File: config.mk
export PLATFORM = sky130hd
export DESIGN_NAME = mdds_ctrl
export DESIGN_NICKNAME = d
export VERILOG_FILES = /design/src/mdds_pkg.sv /design/src/mdds_ctrl.sv
export SDC_FILE = /design/constraint.sdc
export NUM_CORES = 1
export LEC_CHECK = 0
export ABC_CLOCK_PERIOD_IN_PS = 2000
export BUFFER_PORTS_ARGS = -buffer_cell sky130_fd_sc_hd__buf_2
export CAP_MARGIN = 0
export CORE_AREA = 2 2 39 41
export DETAILED_ROUTE_END_ITERATION = 6
export DIE_AREA = 0 0 41 43
export GPL_TIMING_DRIVEN = 0
export PLACE_DENSITY = 0.36
export SLEW_MARGIN = 5
export SYNTH_ARGS = -nofsm -noshare
export SYNTH_HDL_FRONTEND = slang
export SYNTH_SLANG_ARGS = --single-unit
File: constraint.sdc
create_clock -name i_clk -period 2 [get_ports i_clk]
set_input_delay 0.2 -clock i_clk [delete_from_list [all_inputs] [get_ports i_clk]]
set_output_delay 0.2 -clock i_clk [all_outputs]
set_load 0.03 [all_outputs]
File: src/mdds_pkg.sv
// Shared types and constants for the maximum dot-product direction search block.
package mdds_pkg;

    // Fixed field widths of the item and result channels.
    localparam int COMPONENT_BITS = 16;
    localparam int INDEX_W        = 12;
    localparam int COUNT_W        = 13;
    localparam int PROD_W         = 2 * COMPONENT_BITS;
    localparam int SCORE_W        = PROD_W + 2;
    localparam int OUT_SCORE_W    = PROD_W + 1;
    localparam int VEC_W          = 3 * COMPONENT_BITS;

    // Default table depth.
    localparam int DEF_MAX_ENTRIES = 4096;

    // Starting score of a scan: -2.0 in Q4.30.
    localparam logic signed [SCORE_W-1:0] MINUS_TWO =
        {{(SCORE_W - PROD_W + 1){1'b1}}, {(PROD_W - 1){1'b0}}};

    // Command codes of an input item.
    localparam logic CMD_LOAD  = 1'b0;
    localparam logic CMD_QUERY = 1'b1;

    // Controller states.
    typedef enum logic [1:0] {
        S_IDLE,
        S_SCAN,
        S_DRAIN,
        S_POST
    } t_state;

    // Commands from the controller to the datapath.
    typedef struct packed {
        logic start;
        logic load_wr;
        logic rd_en;
        logic out_load;
    } t_dp_cmd;

    // Status from the datapath to the controller.
    typedef struct packed {
        logic scan_done;
        logic pipe_busy;
        logic out_full;
    } t_dp_status;

endpackage

File: src/mdds_ctrl.sv
// Controller state machine that sequences loads, table scans and result hand-off.
module mdds_ctrl
    import mdds_pkg::*;
(
    input  logic       i_clk,
    input  logic       i_rst_n,
    input  logic       i_in_valid,
    input  logic       i_command,
    input  logic       i_out_stall,
    input  t_dp_status i_status,
    output t_dp_cmd    o_cmd,
    output logic       o_in_stall
);

    t_state r_state;
    t_state n_state;

    // State register.
    always_ff @(posedge i_clk) begin
        if (!i_rst_n) begin
            r_state <= S_IDLE;
        end else begin
            r_state <= n_state;
        end
    end

    // Next-state logic.
    always_comb begin
        n_state = r_state;
        case (r_state)
            S_IDLE: begin
                if (i_in_valid && i_command == CMD_QUERY) begin
                    n_state = S_SCAN;
                end
            end
            S_SCAN: begin
                if (i_status.scan_done) begin
                    n_state = S_DRAIN;
                end
            end
            S_DRAIN: begin
                if (!i_status.pipe_busy) begin
                    n_state = S_POST;
                end
            end
            S_POST: begin
                if (!i_status.out_full || !i_out_stall) begin
                    n_state = S_IDLE;
                end
            end
            default: begin
                n_state = S_IDLE;
            end
        endcase
    end

    // Output logic: datapath commands and the input stall.
    always_comb begin
        o_cmd      = '0;
        o_in_stall = 1'b1;
        case (r_state)
            S_IDLE: begin
                o_in_stall    = 1'b0;
                o_cmd.start   = i_in_valid && i_command == CMD_QUERY;
                o_cmd.load_wr = i_in_valid && i_command == CMD_LOAD;
            end
            S_SCAN: begin
                o_cmd.rd_en = !i_status.scan_done;
            end
            S_DRAIN: begin
                o_cmd = '0;
            end
            S_POST: begin
                o_cmd.out_load = !i_status.out_full || !i_out_stall;
            end
            default: begin
                o_cmd = '0;
            end
        endcase
    end

endmodule

==> flow_summary_export.csv <==
group,metric,value,unit
run_status,outcome,"complete, no violations",
setup_path,cpLargestDelayFamily,"flip-flops",
clocking,numClockSinks,2,
hold_path,min_from,"i_rst_n",
clocking,root_buffer,"clkbuf_4",
power,intPower,248,uW
setup_path,cpMaxStageDelayCell,"dfxtp_1",
yosys,synth_top_area_frac,0.262,
yosys,yosysMostFrequentCell,"ha_1",
cells_and_area,largest_reg_flops,2,
cells_and_area,finalNetCount,54,
yosys,synthMuxAreaShare,0.0838,
detailed_routing,viasPerCell,3.78,
clocking,htreeDepth,1,
yosys,synthTopCellsByCount,"ha_1, nand2_1, inv_1",
yosys,syn_nets,37,
clocking,cts_resized,0,
timing,drv_slew,0,
setup_path,cp.required,1.80,ns
clocking,cts_hold_buf,0,
power,vdd_drop_max,0.363,mV
yosys,postSynthCellCount,24,
detailed_routing,finalWirelength,435,um
yosys,syn-cell-area,239,sq um
yosys,netlist.top_cell.by_area,"ha_1",
global_routing,grt_max_degree,5,
setup_path,reg2reg_to,"r_state[1]",
place,post-dp-hpwl,368,um
setup_path,crit_type,"reg2out",
yosys,synth_seq_area_share,0.168,
setup_path,slowest_delay,0.37,ns
die,rows,14,
yosys,synth_cell_types,13,
power,power_switching,189,uW
setup_path,worst_setup_path_start_kind,"register",
power,pwr_density_cell,1280,nW/um^2
hold_path,hp-class,"in2reg",
die,die_x,41,um
die,die_h,43,um
setup_path,critical_path_buf_inv_count,2,
cells_and_area,reg.largest.list,"r_state (2)",
yosys,synth-edff-count,0,
clocking,clk_pin_slew_worst_paths,0.03,ns
yosys,synth_area_leaders,"ha_1, dfxtp_1, a2111oi_4, mux2i_1, a21boi_4",
clocking,cts_max_path_buffers,2,
yosys,synthFlopType,"dfxtp_1",
detailed_routing,firstDrtPassIters,3,
cells_and_area,largest-register,"r_state",
timing,rsz0062_at_grt,"no",
timing,fin_skew,0.00173,ns
detailed_routing,wl_per_cell,7.91,um
setup_path,ff2ff_setup_slack,0.50,ns
yosys,synth_fa_ha_area_frac,0.262,
setup_path,arrival,1.30,ns
power,clkPwrFrac,0.202,
yosys,synth_compound_area_frac,0.246,
global_routing,grt_pass1_vias,164,
setup_path,r2r-start,"r_state[0]",
hold_path,hold_depth,3,
timing,finalCritPeriodShare,0.752,
cells_and_area,fillCellCount,153,
die,io_pins,13,
power,power.share.switching,0.433,
setup_path,critical_path.max_fanout,4,
power,p_leak,0.000184,uW
yosys,syn_area_per_cell,9.96,sq um
yosys,ys_ff_latch,2,
die,start_util,0.173,
timing,fin_tns_setup,0,ns
global_routing,grtUsageTotal,0.0571,
cells_and_area,final_cell_area,342,sq um
place,placed_area,319,sq um
clocking,postCtsSetupBuffers,0,
cells_and_area,n_antenna_cell,0,
timing,max_slew.worst_pin.slew,0.329,ns
timing,relSlewSlack,0.781,
cells_and_area,layout-drive-gt1-share,0.487,
detailed_routing,drc,0,
setup_path,worst_setup_path_end_kind,"primary output",
setup_path,critical_path.cell_chain,"inv_1 -> ha_1 -> and3_2 -> buf_2",
die,die_area,1760,sq um
timing,setup_violations,0,
place,io_buffer_count,12,
yosys,yosysWarnings,0,
clocking,cts_tree,"yes",
cells_and_area,fin_util,0.247,
timing,final-hold-violation-count,0,
setup_path,rr_worst_depth,5,
yosys,synth_top_family_by_area,"adder cells",
clocking,cts_buffers,3,
detailed_routing,ant_nets,0,
yosys,synthArstFlopShare,0,
power,seqPwrFrac,0.165,
detailed_routing,num_vias,208,
detailed_routing,drt_iter0_markers,1,
clocking,clock_latency,0.22,ns
yosys,synth_simple_gate_area_frac,0.194,
power,combPwrFrac,0.633,
die,core_region_area,1380,sq um
global_routing,antenna_found_initial,0,
yosys,synth-xor-area-share,0,
timing,fin_crit,1.50,ns
cells_and_area,area_delta_synth_final,42.9,%
place,gp_congestion,0.613,
job,maxCapViolations,0,
global_routing,grt_pass1_wl,634,um
timing,fmax,665,MHz
global_routing,overflow,0,
hold_path,min_to,"r_state[0]",
==> cells in the final DEF, fill, tap and decap left out <==
master     netlist  layout
clkbuf_4         0       3
nand2_1          4       4
nor2b_4          1       1
buf_2            0      12
a2111oi_4        1       1
a21boi_4         1       1
mux2i_1          2       2
dfxtp_1          2       2
inv_1            3       3
nor2_1           1       1
a21boi_0         1       1
and3_2           1       1
ha_1             5       5
and3_1           1       1
o21ai_0          1       1
==> routing by layer <==
layer	routed length [um]	global-route usage
met4	0	0.0600
met1	173	0.0671
met2	230	0.0656
met3	31	0.0314
met5	0	0
==> kinds of logic after synthesis <==
logic type | after synthesis
multiplexers | 2
buffers and inverters | 3
flip-flops | 2
AND/OR/NAND/NOR | 8
adder cells (fa/ha/maj) | 5
AO/OA/AOI/OAI | 4
==> power groups by stage <==
stage | Combinational [uW] | Sequential [uW] | Clock, uW
4_1_cts | 280 | 72.3 | 96.2
6_report | 277 | 72.0 | 88.5
5_1_grt | 301 | 75.6 | 97.7
3_5_place_dp | 279 | 73.0 | 0
3_3_place_gp | 272 | 72.4 | 0
2_1_floorplan | 220 | 69.2 | 0
==> worst max path at each step <==
stage / startpoint / endpoint / slack (ns) / cells after the start
floorplan: r_state[0] / o_cmd[0] / 0.57 / 2
global placement: r_state[0] / r_state[0] / 0.53 / 5
detailed placement: r_state[0] / r_state[1] / 0.48 / 5
CTS: r_state[0] / o_cmd[3] / 0.47 / 4
global route: r_state[0] / r_state[1] / 0.39 / 5
finish: r_state[0] / o_cmd[3] / 0.50 / 4
==> cell type report <==
cell class	count	area, sq um	area share
timing repair buffer	12	60.1	0.176
tap	16	20.0	0.0586
inverter	3	11.3	0.0330
clock buffer	3	22.5	0.0659
sequential	2	40.0	0.117
multi-input combinational	19	188	0.549
==> worst register-to-register path, stage by stage (launching register included) <==
cell and delay [ns]:
dfxtp_1 0.37, inv_1 0.09, ha_1 0.24, a21boi_4 0.15, a2111oi_4 0.34, mux2i_1 0.23
==> through the flow <==
| step | setup slack [ns] | power [uW] | instances | hold WS (ns) |
|---|---|---|---|---|
| 2_1_floorplan | 0.565 | 289 | 24 | 0.346 |
| 3_3_place_gp | 0.527 | 344 | 52 | 0.486 |
| 3_5_place_dp | 0.484 | 352 | 52 | 0.500 |
| 4_1_cts | 0.470 | 449 | 55 | 0.258 |
| 5_1_grt | 0.388 | 475 | 55 | 0.291 |
| 6_report | 0.496 | 437 | 55 | 0.267 |
Note: power is estimated with default switching activity, not from simulation.
